File: config.mk
export PLATFORM = sky130hd
export DESIGN_NAME = switch_debounce_confirm
export DESIGN_NICKNAME = d
export VERILOG_FILES = /design/src/rtl/core/sdc_pkg.sv /design/src/rtl/core/sdc_cfg_regs.sv /design/src/rtl/core/sdc_step.sv /design/src/rtl/core/switch_debounce_confirm.sv
export SDC_FILE = /design/constraint.sdc
export NUM_CORES = 1
export LEC_CHECK = 0
export BUFFER_PORTS_ARGS = -buffer_cell sky130_fd_sc_hd__buf_2
export CORE_MARGIN = 4
export CORE_UTILIZATION = 55
export CTS_BUF_LIST = sky130_fd_sc_hd__clkbuf_2
export DETAILED_ROUTE_END_ITERATION = 10
export PLACE_DENSITY = 0.7
export SLEW_MARGIN = 25
export SYNTH_ARGS = -nofsm -noshare
export SYNTH_HDL_FRONTEND = slang
export SYNTH_HIERARCHICAL = 1
export SYNTH_SLANG_ARGS = --single-unit
File: constraint.sdc
create_clock -name clk -period 4.2 [get_ports clk]
set_clock_uncertainty 0.05 [all_clocks]
set_input_delay 0.63 -clock clk [delete_from_list [all_inputs] [get_ports clk]]
set_output_delay 0.63 -clock clk [all_outputs]
set_load 0.01 [all_outputs]
File: src/rtl/core/sdc_pkg.sv
`timescale 1ns / 1ps
`default_nettype none
// ----------------------------------------------------------------------------
// sdc_pkg: shared types and constants for the switch debouncer
// Register indexes, reset values, configuration and result structures.
// ----------------------------------------------------------------------------
package sdc_pkg;

  localparam int CfgIndexW = 2;
  localparam int CfgDataW  = 16;
  localparam int IntervalW = 16;
  localparam int CountW    = 8;

  localparam logic                 ActiveHighReset = 1'b1;
  localparam logic [IntervalW-1:0] IntervalReset   = 16'd10;
  localparam logic [CountW-1:0]    ThresholdReset  = 8'd5;
  localparam logic [CountW-1:0]    CountMax        = 8'hFF;

  typedef enum logic [CfgIndexW-1:0] {
    CFG_ACTIVE_HIGH       = 2'd0,
    CFG_SAMPLE_INTERVAL   = 2'd1,
    CFG_CONFIRM_THRESHOLD = 2'd2
  } cfg_idx_t;

  typedef struct packed {
    logic                 active_high;
    logic [IntervalW-1:0] sample_interval;
    logic [CountW-1:0]    confirm_threshold;
  } cfg_t;

  typedef struct packed {
    logic pressed;
    logic press_event;
    logic release_event;
    logic busy;
  } result_t;

endpackage
`default_nettype wire

File: src/rtl/core/sdc_cfg_regs.sv
`timescale 1ns / 1ps
`default_nettype none
// ----------------------------------------------------------------------------
// sdc_cfg_regs: configuration register file
// Holds polarity, sample interval and confirm threshold; write-only port.
// ----------------------------------------------------------------------------
module sdc_cfg_regs
  import sdc_pkg::*;
(
  input  wire logic                 clk,
  input  wire logic                 rst,
  input  wire logic                 cfg_write,
  input  wire logic [CfgIndexW-1:0] cfg_index,
  input  wire logic [CfgDataW-1:0]  cfg_data,
  output cfg_t                      cfg
);

  // Decode the index and update the addressed register; unknown indexes drop
  always_ff @(posedge clk) begin
    if (rst) begin
      cfg.active_high       <= ActiveHighReset;
      cfg.sample_interval   <= IntervalReset;
      cfg.confirm_threshold <= ThresholdReset;
    end else if (cfg_write) begin
      unique case (cfg_idx_t'(cfg_index))
        CFG_ACTIVE_HIGH:       cfg.active_high       <= cfg_data[0];
        CFG_SAMPLE_INTERVAL:   cfg.sample_interval   <= cfg_data[IntervalW-1:0];
        CFG_CONFIRM_THRESHOLD: cfg.confirm_threshold <= cfg_data[CountW-1:0];
        default: ;
      endcase
    end
  end

endmodule
`default_nettype wire

File: src/rtl/core/sdc_step.sv
`timescale 1ns / 1ps
`default_nettype none
// ----------------------------------------------------------------------------
// sdc_step: debounce state and per-tick update
// Holds the debounced state, window flag, tick divider and confirm count,
// and computes the next state and the result of one tick.
// ----------------------------------------------------------------------------
module sdc_step
  import sdc_pkg::*;
(
  input  wire logic clk,
  input  wire logic rst,
  input  wire cfg_t cfg,
  input  wire logic advance,
  input  wire logic level,
  output result_t   result
);

  logic                 debounced;
  logic                 window;
  logic [IntervalW-1:0] divider;
  logic [CountW-1:0]    count;

  logic                 debounced_next;
  logic                 window_next;
  logic [IntervalW-1:0] divider_next;
  logic [CountW-1:0]    count_next;

  logic                 lvl;
  logic                 mismatch;
  logic [IntervalW-1:0] period;
  logic [CountW-1:0]    need;
  logic [IntervalW-1:0] div_inc;
  logic [CountW-1:0]    count_inc;
  logic                 press_ev;
  logic                 release_ev;

  // Normalise polarity and clamp zero settings to one
  assign lvl       = cfg.active_high ? level : ~level;
  assign mismatch  = (lvl != debounced);
  assign period    = (cfg.sample_interval == '0) ? IntervalW'(1) : cfg.sample_interval;
  assign need      = (cfg.confirm_threshold == '0) ? CountW'(1) : cfg.confirm_threshold;
  assign div_inc   = divider + IntervalW'(1);
  assign count_inc = (count == CountMax) ? count : count + CountW'(1);

  // Open, sample, confirm or abort the monitoring window
  always_comb begin
    debounced_next = debounced;
    window_next    = window;
    divider_next   = divider;
    count_next     = count;
    press_ev       = 1'b0;
    release_ev     = 1'b0;
    if (!window) begin
      if (mismatch) begin
        window_next  = 1'b1;
        divider_next = '0;
        count_next   = '0;
      end
    end else begin
      divider_next = div_inc;
      if (div_inc >= period) begin
        divider_next = '0;
        if (mismatch) begin
          count_next = count_inc;
          if (count_inc >= need) begin
            debounced_next = ~debounced;
            press_ev       = ~debounced;
            release_ev     = debounced;
            window_next    = 1'b0;
            count_next     = '0;
          end
        end else begin
          count_next  = '0;
          window_next = 1'b0;
        end
      end
    end
  end

  // Commit the new state on each transfer into the result register
  always_ff @(posedge clk) begin
    if (rst) begin
      debounced <= 1'b0;
      window    <= 1'b0;
      divider   <= '0;
      count     <= '0;
    end else if (advance) begin
      debounced <= debounced_next;
      window    <= window_next;
      divider   <= divider_next;
      count     <= count_next;
    end
  end

  assign result.pressed       = debounced_next;
  assign result.press_event   = press_ev;
  assign result.release_event = release_ev;
  assign result.busy          = window_next;

  // A confirmed press leaves the switch pressed and the window closed
  a_press_sets_state: assert property (@(posedge clk) disable iff (rst)
    advance && press_ev |=> debounced && !window)
    else $error("press event did not leave pressed state");

  // A confirmed release leaves the switch released and the window closed
  a_release_clears_state: assert property (@(posedge clk) disable iff (rst)
    advance && release_ev |=> !debounced && !window)
    else $error("release event did not leave released state");

  // Without an open window the debounced state cannot flip
  a_idle_no_flip: assert property (@(posedge clk) disable iff (rst)
    advance && !window |=> debounced == $past(debounced))
    else $error("state flipped without a window");

  // The state only changes on a transfer
  a_hold_when_stalled: assert property (@(posedge clk) disable iff (rst)
    !advance |=> $stable(debounced) && $stable(window) && $stable(count))
    else $error("state changed without a transfer");

endmodule
`default_nettype wire

File: src/rtl/core/switch_debounce_confirm.sv
`timescale 1ns / 1ps
`default_nettype none
// ----------------------------------------------------------------------------
// switch_debounce_confirm: switch debouncer with sampled confirmation
// Input register, per-tick state update and result register.
// ----------------------------------------------------------------------------
// One input transfer is one time-base tick carrying the raw pin level, and it
// yields exactly one result: the debounced state, press/release event pulses
// and a busy flag that is high while a monitoring window is open. The block
// takes one tick per clock cycle while the result side does not stall; a tick
// taken passes through the input register and then the result register, from
// which its result leaves once the receiver does not stall. The state update
// is a single 16-bit increment-and-compare plus an 8-bit saturating count
// between those registers. Configuration registers are written through a
// simple write port and should only change while no ticks are in flight.
// ----------------------------------------------------------------------------
module switch_debounce_confirm
  import sdc_pkg::*;
(
  input  wire logic                 clk,
  input  wire logic                 rst,
  input  wire logic                 cfg_write,
  input  wire logic [CfgIndexW-1:0] cfg_index,
  input  wire logic [CfgDataW-1:0]  cfg_data,
  input  wire logic                 in_valid,
  output logic                      in_stall,
  input  wire logic                 pin_level,
  output logic                      out_valid,
  input  wire logic                 out_stall,
  output logic                      pressed,
  output logic                      press_event,
  output logic                      release_event,
  output logic                      busy_res
);

  cfg_t    cfg;
  result_t result;
  logic    s1_valid;
  logic    s1_level;
  logic    out_free;
  logic    advance;

  sdc_cfg_regs u_cfg (
    .clk       (clk),
    .rst       (rst),
    .cfg_write (cfg_write),
    .cfg_index (cfg_index),
    .cfg_data  (cfg_data),
    .cfg       (cfg)
  );

  // Move the held tick on whenever the result register can take it
  assign out_free = !out_valid || !out_stall;
  assign advance  = s1_valid && out_free;
  assign in_stall = s1_valid && !out_free;

  // Input register
  always_ff @(posedge clk) begin
    if (rst) begin
      s1_valid <= 1'b0;
    end else if (!in_stall) begin
      s1_valid <= in_valid;
    end
  end

  always_ff @(posedge clk) begin
    if (!in_stall && in_valid) begin
      s1_level <= pin_level;
    end
  end

  sdc_step u_step (
    .clk     (clk),
    .rst     (rst),
    .cfg     (cfg),
    .advance (advance),
    .level   (s1_level),
    .result  (result)
  );

  // Result register
  always_ff @(posedge clk) begin
    if (rst) begin
      out_valid <= 1'b0;
    end else if (out_free) begin
      out_valid <= s1_valid;
    end
  end

  always_ff @(posedge clk) begin
    if (advance) begin
      pressed       <= result.pressed;
      press_event   <= result.press_event;
      release_event <= result.release_event;
      busy_res      <= result.busy;
    end
  end

  // An event always closes the window
  a_event_not_busy: assert property (@(posedge clk) disable iff (rst)
    out_valid && (press_event || release_event) |-> !busy_res)
    else $error("event reported with window still open");

  // Events agree with the reported state
  a_event_matches_state: assert property (@(posedge clk) disable iff (rst)
    out_valid |-> !(press_event && !pressed) && !(release_event && pressed))
    else $error("event disagrees with debounced state");

  // A held tick is never lost while the result side is free
  a_no_lost_tick: assert property (@(posedge clk) disable iff (rst)
    s1_valid && out_free |=> out_valid)
    else $error("held tick was dropped");

endmodule
`default_nettype wire

# Word-level counts from Yosys, hierarchy flattened
# Index checks and enable logic that the tools add are counted.
dict set report word_totals {
  reg_bits 58
  inputBits 24
  out_inout_bits 6
}
dict set report op_classes {
  n_addsub 2
  order_cmp 2
  eq_ne 5
  mux 21
  bitwise 2
  n_reduce_logical 18
}
# op n
set op_table {}
lappend op_table {{$mux 16} 4}
lappend op_table {{$mux 8} 7}
lappend op_table {{$add 16x1->16 const B} 1}
lappend op_table {{$ge 16x16->1} 1}
lappend op_table {{$logic_not 16->1} 1}
lappend op_table {{$mux 1} 10}
lappend op_table {{$add 8x1->8 const B} 1}
lappend op_table {{$eq 8x8->1 const B} 1}
lappend op_table {{$ge 8x8->1} 1}
lappend op_table {{$logic_not 8->1} 1}
lappend op_table {{$reduce_and 2->1} 4}
lappend op_table {{$logic_not 1->1} 4}
lappend op_table {{$reduce_and 4->1} 1}
lappend op_table {{$logic_and 1x1->1} 3}
lappend op_table {{$reduce_and 3->1} 1}
lappend op_table {{$eq 2x1->1 const B} 1}
lappend op_table {{$eq 2x2->1 const B} 1}
lappend op_table {{$logic_not 2->1} 1}
lappend op_table {{$ne 2x2->1 const B} 1}
lappend op_table {{$not 1->1} 2}
lappend op_table {{$reduce_bool 2->1} 1}
lappend op_table {{$logic_or 1x1->1} 1}
lappend op_table {{$ne 1x1->1} 1}

# Longest topological paths before layout
# Gate-level depths: netlist (run 1).
dict set report depth {
  ltp_word 7
  ltp_mapped 14
  ltp_nobuf 13
}

# Hierarchy
# The synthesis (run 1) kept the hierarchy.
# mod instances cells_each area_per_inst_um2
set modules_own_cells {}
lappend modules_own_cells {sdc_step 1 290 2245.9}
lappend modules_own_cells {sdc_cfg_regs 1 107 1101.1}
lappend modules_own_cells {switch_debounce_confirm 1 15 236.5}

# Least setup slack after synthesis (run 1)
# Ideal clock, no wire load.
dict set report synth_timing {
  path_kind {flip-flop to flip-flop}
  start {reg u_step.divider[0]}
  end {reg busy_res (data pin)}
  t_arrival_ps 3054
  path_slack_ps 845
  path_stages_with_launch 15
  path_buffers 2
  synth_period_minus_slack_ps 3355
  path_cell_list {dfxtp_1 > ha_1 > and3_1 > and2_1 > and3_1 > xor2_1 > ha_1 > nand4_1 > or3_1 > a2111oi_4 > nor4_4 > buf_6 > a21oi_1 > inv_1 > buf_4}
}
dict set report synth_between {
  elab_chain_len 4
}
# element line
set synth_lines {}
lappend synth_lines {{start, declared} sdc_step.sv:21} ;# logic [IntervalW-1:0] divider;
lappend synth_lines {{start signal, assigned} sdc_step.sv:91} ;# divider <= divider_next;
lappend synth_lines {{$add 16x1->16} sdc_step.sv:43} ;# assign div_inc = divider + IntervalW'(1);
lappend synth_lines {{$ge 16x16->1} sdc_step.sv:62} ;# if (div_inc >= period) begin
lappend synth_lines {{$mux 1} sdc_step.sv:62}
lappend synth_lines {{$mux 1} sdc_step.sv:54} ;# if (!window) begin
lappend synth_lines {{via u_step.window_next} sdc_step.sv:25} ;# logic window_next;
lappend synth_lines {{end signal, assigned} switch_debounce_confirm.sv:95} ;# busy_res <= result.busy;
lappend synth_lines {{end, declared} switch_debounce_confirm.sv:33} ;# output logic busy_res
# The timed path passes the listed nets, and every way through them passes these cells.
# A chain may end at the register's enable or synchronous reset.

# Worst setup path in the final report (run 1)
dict set report layout_timing {
  start {reg u_step.divider[0]}
  end {reg u_step.divider[5]}
}
dict set report layout_between {
  elab_chain_len 4
}
# element line
set layout_lines {}
lappend layout_lines {{$add 16x1->16 *} sdc_step.sv:43}
lappend layout_lines {{$ge 16x16->1} sdc_step.sv:62}
lappend layout_lines {{$mux 16 *} sdc_step.sv:62}
lappend layout_lines {{$mux 16 *} sdc_step.sv:54}
# Mark *: on every way between the ends. The rest lies on a longest branch, timed or not.

==> results.md, run 1 <==
- Slew HR: a little under two fifths
- Post-DP HPWL: 5380 um
- CTS tree: yes
- Status: finished, final reports clean
- Top Registers: u_cfg/cfg (25), u_step/divider (16), u_step/count (8)
- Fillers: approximately 570
- Synthesized area: between 3000 and 4000 um2
- Required @ worst endpoint: roughly 4.5 ns
- Die Area: a little under 8000 um2
- Sink Count: 58
- Async set or reset register ratio after synthesis: 0%
- Starting Density: between 50 and 60%
- CTS clk-pin slew, worst paths: approximately 0.17 ns
- Global-route wire length before repair: 12300 um
- Post-DP Area: ~3700 um2
- Total grt overflow: 0
- Slowest CP cell: or4_4
- CP max FO: 25
- EDFF count, synth: 5
- CP Cell Sequence: and3_1 > nand3_1 > nor4_1 > xor2_1 > ha_1 > nand4_1 > nor3_1 > or4_4 > nor4_4 > buf_4 > a31oi_1 > a311oi_2
- CP Capture Type: flop
- CTS Hold Bufs: 0
- Area Overhead vs Synth: 5.94%
- RSZ-0062 raised after global routing: false
- GPL Wtd Cong: ~0.82
- Ys flop type: dfxtp_1
- Post-CTS Setup Repair Bufs: 0
- Clk Latency, worst-skew pair: approximately 0.46 ns
- Final max-slew violation count: 0
- Critical Path Source Type: flop
- Fmax: around 270 MHz
- Detailed Route WL: ~7300 um
- Final ANT Viol Nets: 0
- Core Box Area: about 6300 um2
- # diodes: 0
- Commonest non-fill, non-tap cell in the layout: dfxtp_1
- Hold Crit Class: primary input to flop
- Max incr delay on CP: around 0.56 ns
- Initial antenna violation count: 0
- Final instance area: 3800 um2
- Highest-count cells in the layout ignoring fill and taps: dfxtp_1 (53), nand2b_1 (40), inv_1 (29), nand2_1 (29)
- Fraction of layout cells with a size suffix above 1: a little over an eighth
- Ys Warns: 6
- Vias in the first global route: between 2000 and 3000
- WL per Instance: around 14 um
- CP Class: flop to flop
- Avg Cell Area, Syn: 8.70 um2
- Post-CTS sizing: 0
- Seq/Total Area, Yosys: 33.8%
- Post-route DRC: 0
- Drt first pass iters: 5
- Yosys reg bits: a little under 60
- Cells after Synth: between 400 and 500
- Max cap viols: 0
- Slew at the pin closest to its max-slew limit: around 0.94 ns
- # nets final: between 400 and 500
- I/O Buffers: 29
- Final Cycle Share: between 80% and 90%
- First DRT Iteration DRCs: about 180
- Largest net degree at the start of global routing: 75
- Synth cell types: 56
- Die height: 88.7 um
- Largest reg by FF count: u_cfg/cfg
- Root Buffer: clkbuf_2
- CP arrival: just over 4 ns
- Endpoints failing setup: 0
- Max VDD drop: about 220 uV
- Net Count, Synth: between 400 and 500
- Fin crit period: roughly 3.8 ns
- Site Rows: 29
- Total track usage: around 20%
- Vias per std cell: around 5.6
- Final Hold Violating Endpoints: 0
- Power per cell area: roughly 260 nW/um2
- Die Width: ~90 um
- Largest register FFs: 25
- Ports: 30
- CTS H-tree depth: 3
- TritonCTS Buffers: 9
- Max Buffers Root-to-Sink: 2
- Via count: a little under 3000
- Leakage: 0.00152 uW
- Setup tns final: 0 ns
## worst max-delay path: cells and delay by family (launching register included)
kind                     cells  cell delay (ns)
adder cells (fa/ha/maj)      1             0.31
AND/OR/NAND/NOR              7             1.83
AO/OA/AOI/OAI                2             0.39
buffers and inverters        1             0.32
flip-flops                   1             0.46
XOR/XNOR                     1             0.29
## synth_stat cells (2+ instances only)
cell type | number | area [um2]
a211oi_1 | 6 | 45.0
a21oi_1 | 26 | 130
a311oi_1 | 2 | 17.5
a31oi_1 | 7 | 43.8
a41o_1 | 2 | 20.0
and2_1 | 2 | 12.5
and3_1 | 9 | 56.3
buf_2 | 3 | 15.0
buf_4 | 6 | 45.0
buf_6 | 2 | 22.5
clkbuf_1 | 8 | 30.0
dfxtp_1 | 53 | 1060
edfxtp_1 | 5 | 150
ha_1 | 26 | 325
inv_1 | 29 | 109
mux2i_1 | 26 | 260
nand2_1 | 29 | 109
nand2b_1 | 40 | 250
nand3_1 | 28 | 140
nand3b_1 | 3 | 22.5
nand4_1 | 6 | 37.5
nor2_1 | 21 | 78.8
nor3_1 | 6 | 30.0
nor4_1 | 5 | 31.3
o21a_1 | 5 | 37.5
o21ai_0 | 6 | 30.0
o21ai_1 | 4 | 20.0
o31ai_1 | 4 | 30.0
or3_1 | 2 | 12.5
xnor2_1 | 10 | 87.6
xor2_1 | 6 | 52.6
## worst paths after layout
| check | startpoint | end | slack (ns) | cells past startpoint |
|---|---|---|---|---|
| min | pin_level | s1_level | 0.29 | 1 |
| min reg2reg | u_step/divider[15] | u_step/divider[15] | 0.43 | 2 |
| max reg2reg | u_step/divider[0] | u_step/divider[5] | 0.45 | 12 |
| max | u_step/divider[0] | u_step/divider[5] | 0.45 | 12 |
## layer usage
metal / GRT usage [%] / share of wire, % / vias up
met1: 29.6 / 50 / 1333
li1: - / - / 1501
met4: 4.12 / 0.35 / 0
met5: 0 / 0 / -
met3: 5.31 / 5.1 / 4
met2: 28.9 / 44 / 76
## area by class of cell
type	instances	area, um2	share of cell area (%)
tap	77	96.3	2.54
sequential	58	1210	31.9
multi-input combinational	304	2130	56.1
clock inverter	4	18.8	0.494
clock buffer	12	60.1	1.58
timing repair buffer	32	170	4.48
inverter	29	109	2.87
## metrics by stage
step | hold WS, ns | total power [uW] | worst slack, ns | util, % | std cells
after floorplan | 0.398 | 677 | 0.845 | - | 412
after global placement | 0.407 | 702 | 0.666 | 58.5 | 500
after detailed placement | 0.412 | 706 | 0.571 | 58.5 | 500
after CTS | 0.251 | 982 | 0.514 | 59.8 | 516
after global routing | 0.209 | 1030 | 0.224 | 59.8 | 516
final | 0.290 | 971 | 0.447 | 59.8 | 516
## logic make-up after synthesis
kind of cell,after synthesis,synth area share (%)
AO/OA/AOI/OAI,74,14.3
XOR/XNOR,16,3.91
multiplexers,27,7.58
adder cells (fa/ha/maj),26,9.08
buffers and inverters,50,6.84
flip-flops,58,33.8
AND/OR/NAND/NOR,161,24.5
## power breakdown
| group | switching (uW) | internal (uW) |
|---|---|---|
| logic | 67.0 | 46.1 |
| registers | 9.88 | 571 |
| clock network | 196 | 81.1 |
Power figures use the tool's default switching activity.
==> run 2, diff against run 1 <==
--- a/config.mk
+++ b/config.mk
@@ -5,12 +5,13 @@
 export SDC_FILE = /design/constraint.sdc
 export NUM_CORES = 1
 export LEC_CHECK = 0
+export ABC_AREA = 1
 export BUFFER_PORTS_ARGS = -buffer_cell sky130_fd_sc_hd__buf_2
 export CORE_MARGIN = 4
-export CORE_UTILIZATION = 55
+export CORE_UTILIZATION = 62
 export CTS_BUF_LIST = sky130_fd_sc_hd__clkbuf_2
 export DETAILED_ROUTE_END_ITERATION = 10
-export PLACE_DENSITY = 0.7
+export PLACE_DENSITY = 0.78
 export SLEW_MARGIN = 25
 export SYNTH_ARGS = -nofsm -noshare
 export SYNTH_HDL_FRONTEND = slang
==> results.md, run 2 <==
- Final ANT Viol Nets: 0 (unchanged)
- Fraction of layout cells with a size suffix above 1: 14.6% (+0.90 points)
- Final instance area: 3890 um2 (+2.5%)
- Total track usage: 23.4% (+3.4 points)
- I/O Buffers: 29 (unchanged)
- CP arrival: 3.38 ns (-0.68 ns)
- Vias per std cell: 5.28 (-6.5%)
- Die Width: 84.4 um (-4.9%)
- Net Sw Frac: 30.7% (+2.6 points)
- Final Hold Violating Endpoints: 0 (unchanged)
- Detailed Route WL: 8010 um (+9.1%)
- Sink Count: 58 (unchanged)
- # nets final: 601 (+24%)
- Commonest non-fill, non-tap cell in the layout: nand2_1
- Top Registers: u_cfg/cfg (25), u_step/divider (16), u_step/count (8)
- Cells after Synth: 527 (+28%)
- Core Box Area: 5570 um2 (-12%)
- CTS Hold Bufs: 0 (unchanged)
- Ports: 30 (unchanged)
- RSZ-0062 raised after global routing: false
- Max cap viols: 0 (unchanged)
- Area leader, netlist: dfxtp_1
- Post-CTS sizing: 0 (unchanged)
- Post-synth top area share: 29.3% (-0.28 points)
- Max VDD drop: 201 uV (-8.9%)
- Post-route DRC: 0 (unchanged)
- CP Class: flop to flop
- Setup tns final: 0 ns (unchanged)
- Most frequent cell after synthesis: nand2_1
- Top post-synthesis cells by area: dfxtp_1 (29%), nand2_1 (14%), ha_1 (9.0%), inv_1 (8.7%), nor2_1 (5.6%)
- Critical Path Source Type: flop
- First DRT Iteration DRCs: 153 (-13%)
- Synthesized area: 3620 um2 (+0.94%)
- Vias in the first global route: 3096 (+19%)
- Root Buffer: clkbuf_2
- Die Area: 7120 um2 (-9.5%)
- Final max-slew violation count: 0 (unchanged)
- Highest-count cells in the layout ignoring fill and taps: nand2_1 (135), inv_1 (84), nor2_1 (54), dfxtp_1 (53), nand3_1 (36)
- Site Rows: 27 (-6.9%)
- Global-route wire length before repair: 13600 um (+10%)
- GPL Wtd Cong: 0.892 (+8.7%)
- Largest net degree at the start of global routing: 31 (-59%)
- Fmax: 335 MHz (+26%)
- TritonCTS Buffers: 9 (unchanged)
- Starting Density: 64.9% (+8.5 points)
- Required @ worst endpoint: 4.59 ns (+0.08 ns)
- WL per Instance: 12.8 um (-10%)
- CP max FO: 8 (-68%)
- EDFF count, synth: 5 (unchanged)
- Slew HR: 60.9% (+24 points)
- Avg Cell Area, Syn: 6.86 um2 (-21%)
- Post-DP HPWL: 6090 um (+13%)
- Yosys reg bits: 58 (unchanged)
- Post-CTS Setup Repair Bufs: 0 (unchanged)
- Leakage: 0.00199 uW (+31%)
- Largest register FFs: 25 (unchanged)
- Slew at the pin closest to its max-slew limit: 0.585 ns (-0.358 ns)
- Ys flop type: dfxtp_1
- Hold Crit Class: primary input to flop
- Initial antenna violation count: 0 (unchanged)
- Synth cell types: 35 (-38%)
- Combinational share of power: 13.6% (+2.0 points)
- Via count: 3316 (+14%)
- Hold_ws: 0.248 ns (-0.0426 ns)
- Endpoints failing setup: 0 (unchanged)
- Die height: 84.4 um (-4.9%)
- CP Capture Type: flop
- Final Cycle Share: 71.1% (-18 points)
- Largest reg by FF count: u_cfg/cfg
- CTS tree: yes
- Switch Pwr: 339 uW (+24%)
- Top post-synthesis cells by count: nand2_1 (135), inv_1 (84), nor2_1 (54)
- Ys Warns: 6 (unchanged)
- Drt first pass iters: 4 (-1)
- # diodes: 0 (unchanged)
- CTS H-tree depth: 3 (unchanged)
- Power per cell area: 283 nW/um2 (+11%)
- Fin util: 69.8% (+10 points)
- Fin crit period: 2.99 ns (-0.766 ns)
- CTS clk-pin slew, worst paths: 0.18 ns (about the same)
- Seq/Total Area, Yosys: 33.5% (-0.32 points)
- Area Overhead vs Synth: 7.61%
- Post-DP Area: 3770 um2 (+1.5%)
- Share of power burned in registers: 53.9% (-5.9 points)
- Total grt overflow: 0 (unchanged)
- Max Buffers Root-to-Sink: 2 (unchanged)
- Clk Latency, worst-skew pair: 0.50 ns (+0.04 ns)
- Clk pwr share: 32.5% (+4.0 points)
- Status: finished, final reports clean
- Net Count, Synth: 577 (+25%)
- Int Power: 765 uW (+9.5%)
- Async set or reset register ratio after synthesis: 0% (unchanged)
[run 2: cell families after synthesis]
group / Yosys count / share of synthesized area, %
adder cells (fa/ha/maj): 26 / 8.99
XOR/XNOR: 18 / 4.36
buffers and inverters: 111 / 12.4
multiplexers: 1 / 0.311
AO/OA/AOI/OAI: 44 / 6.95
flip-flops: 58 / 33.5
AND/OR/NAND/NOR: 269 / 33.5
[run 2: power by group through the flow]
stage               Sequential [uW]  Clock [uW]  Combinational (uW)
floorplan                       602           0                 112
global route                    598         400                 173
detailed placement              606           0                 149
finish                          594         359                 150
CTS                             595         368                 150
global placement                606           0                 146
[run 2: routing by layer]
layer / track usage (%) / up-vias / wire (um)
met5: 0 / - / 0
met4: 8.92 / 0 / 156
met3: 5.30 / 17 / 449
met2: 39.5 / 89 / 3870
met1: 29.1 / 1498 / 3540
li1: - / 1712 / -
[run 2: worst max-delay path: stages, from the launching register on]
cell and delay [ns]:
dfxtp_1 0.44, ha_1 0.23, nand2_1 0.07, inv_1 0.07, nand2_1 0.06, nor2_2 0.14
nand3_2 0.18, mux2_2 0.34, ha_1 0.31, nand2_1 0.08, nand2_1 0.06, nand2_1 0.05
nand2_1 0.04, nand2_1 0.07, nand3_1 0.13, nor2_2 0.19, nand2_4 0.09, nor2_8 0.17
nand3_1 0.10, nand2_1 0.08
[run 2: cell type report]
type / count / area, um2
Multi-Input combinational cell: 358 / 1970
Clock buffer: 9 / 45.0
Clock inverter: 7 / 68.8
Sequential cell: 58 / 1210
Inverter: 94 / 358
Timing Repair Buffer: 30 / 153
Fill cell: 473 / 1680
Tap cell: 72 / 90.1
[run 2: stage by stage]
step / power (uW) / cells / setup slack (ns)
finish: 1100 / 628 / 1.21
global route: 1170 / 628 / 0.930
CTS: 1110 / 628 / 1.22
detailed placement: 755 / 612 / 1.26
global placement: 751 / 612 / 1.40
floorplan: 714 / 527 / 1.48
[run 2: worst paths after layout]
kind	slack, ns	end	start	depth (start not counted)
worst max register to register	1.21	u_step/count[7]	u_step/count[0]	19
worst min-delay path	0.25	s1_level	pin_level	1
worst max-delay path	1.21	u_step/count[7]	u_step/count[0]	19
worst min register to register	0.44	u_step/count[4]	u_step/count[4]	2
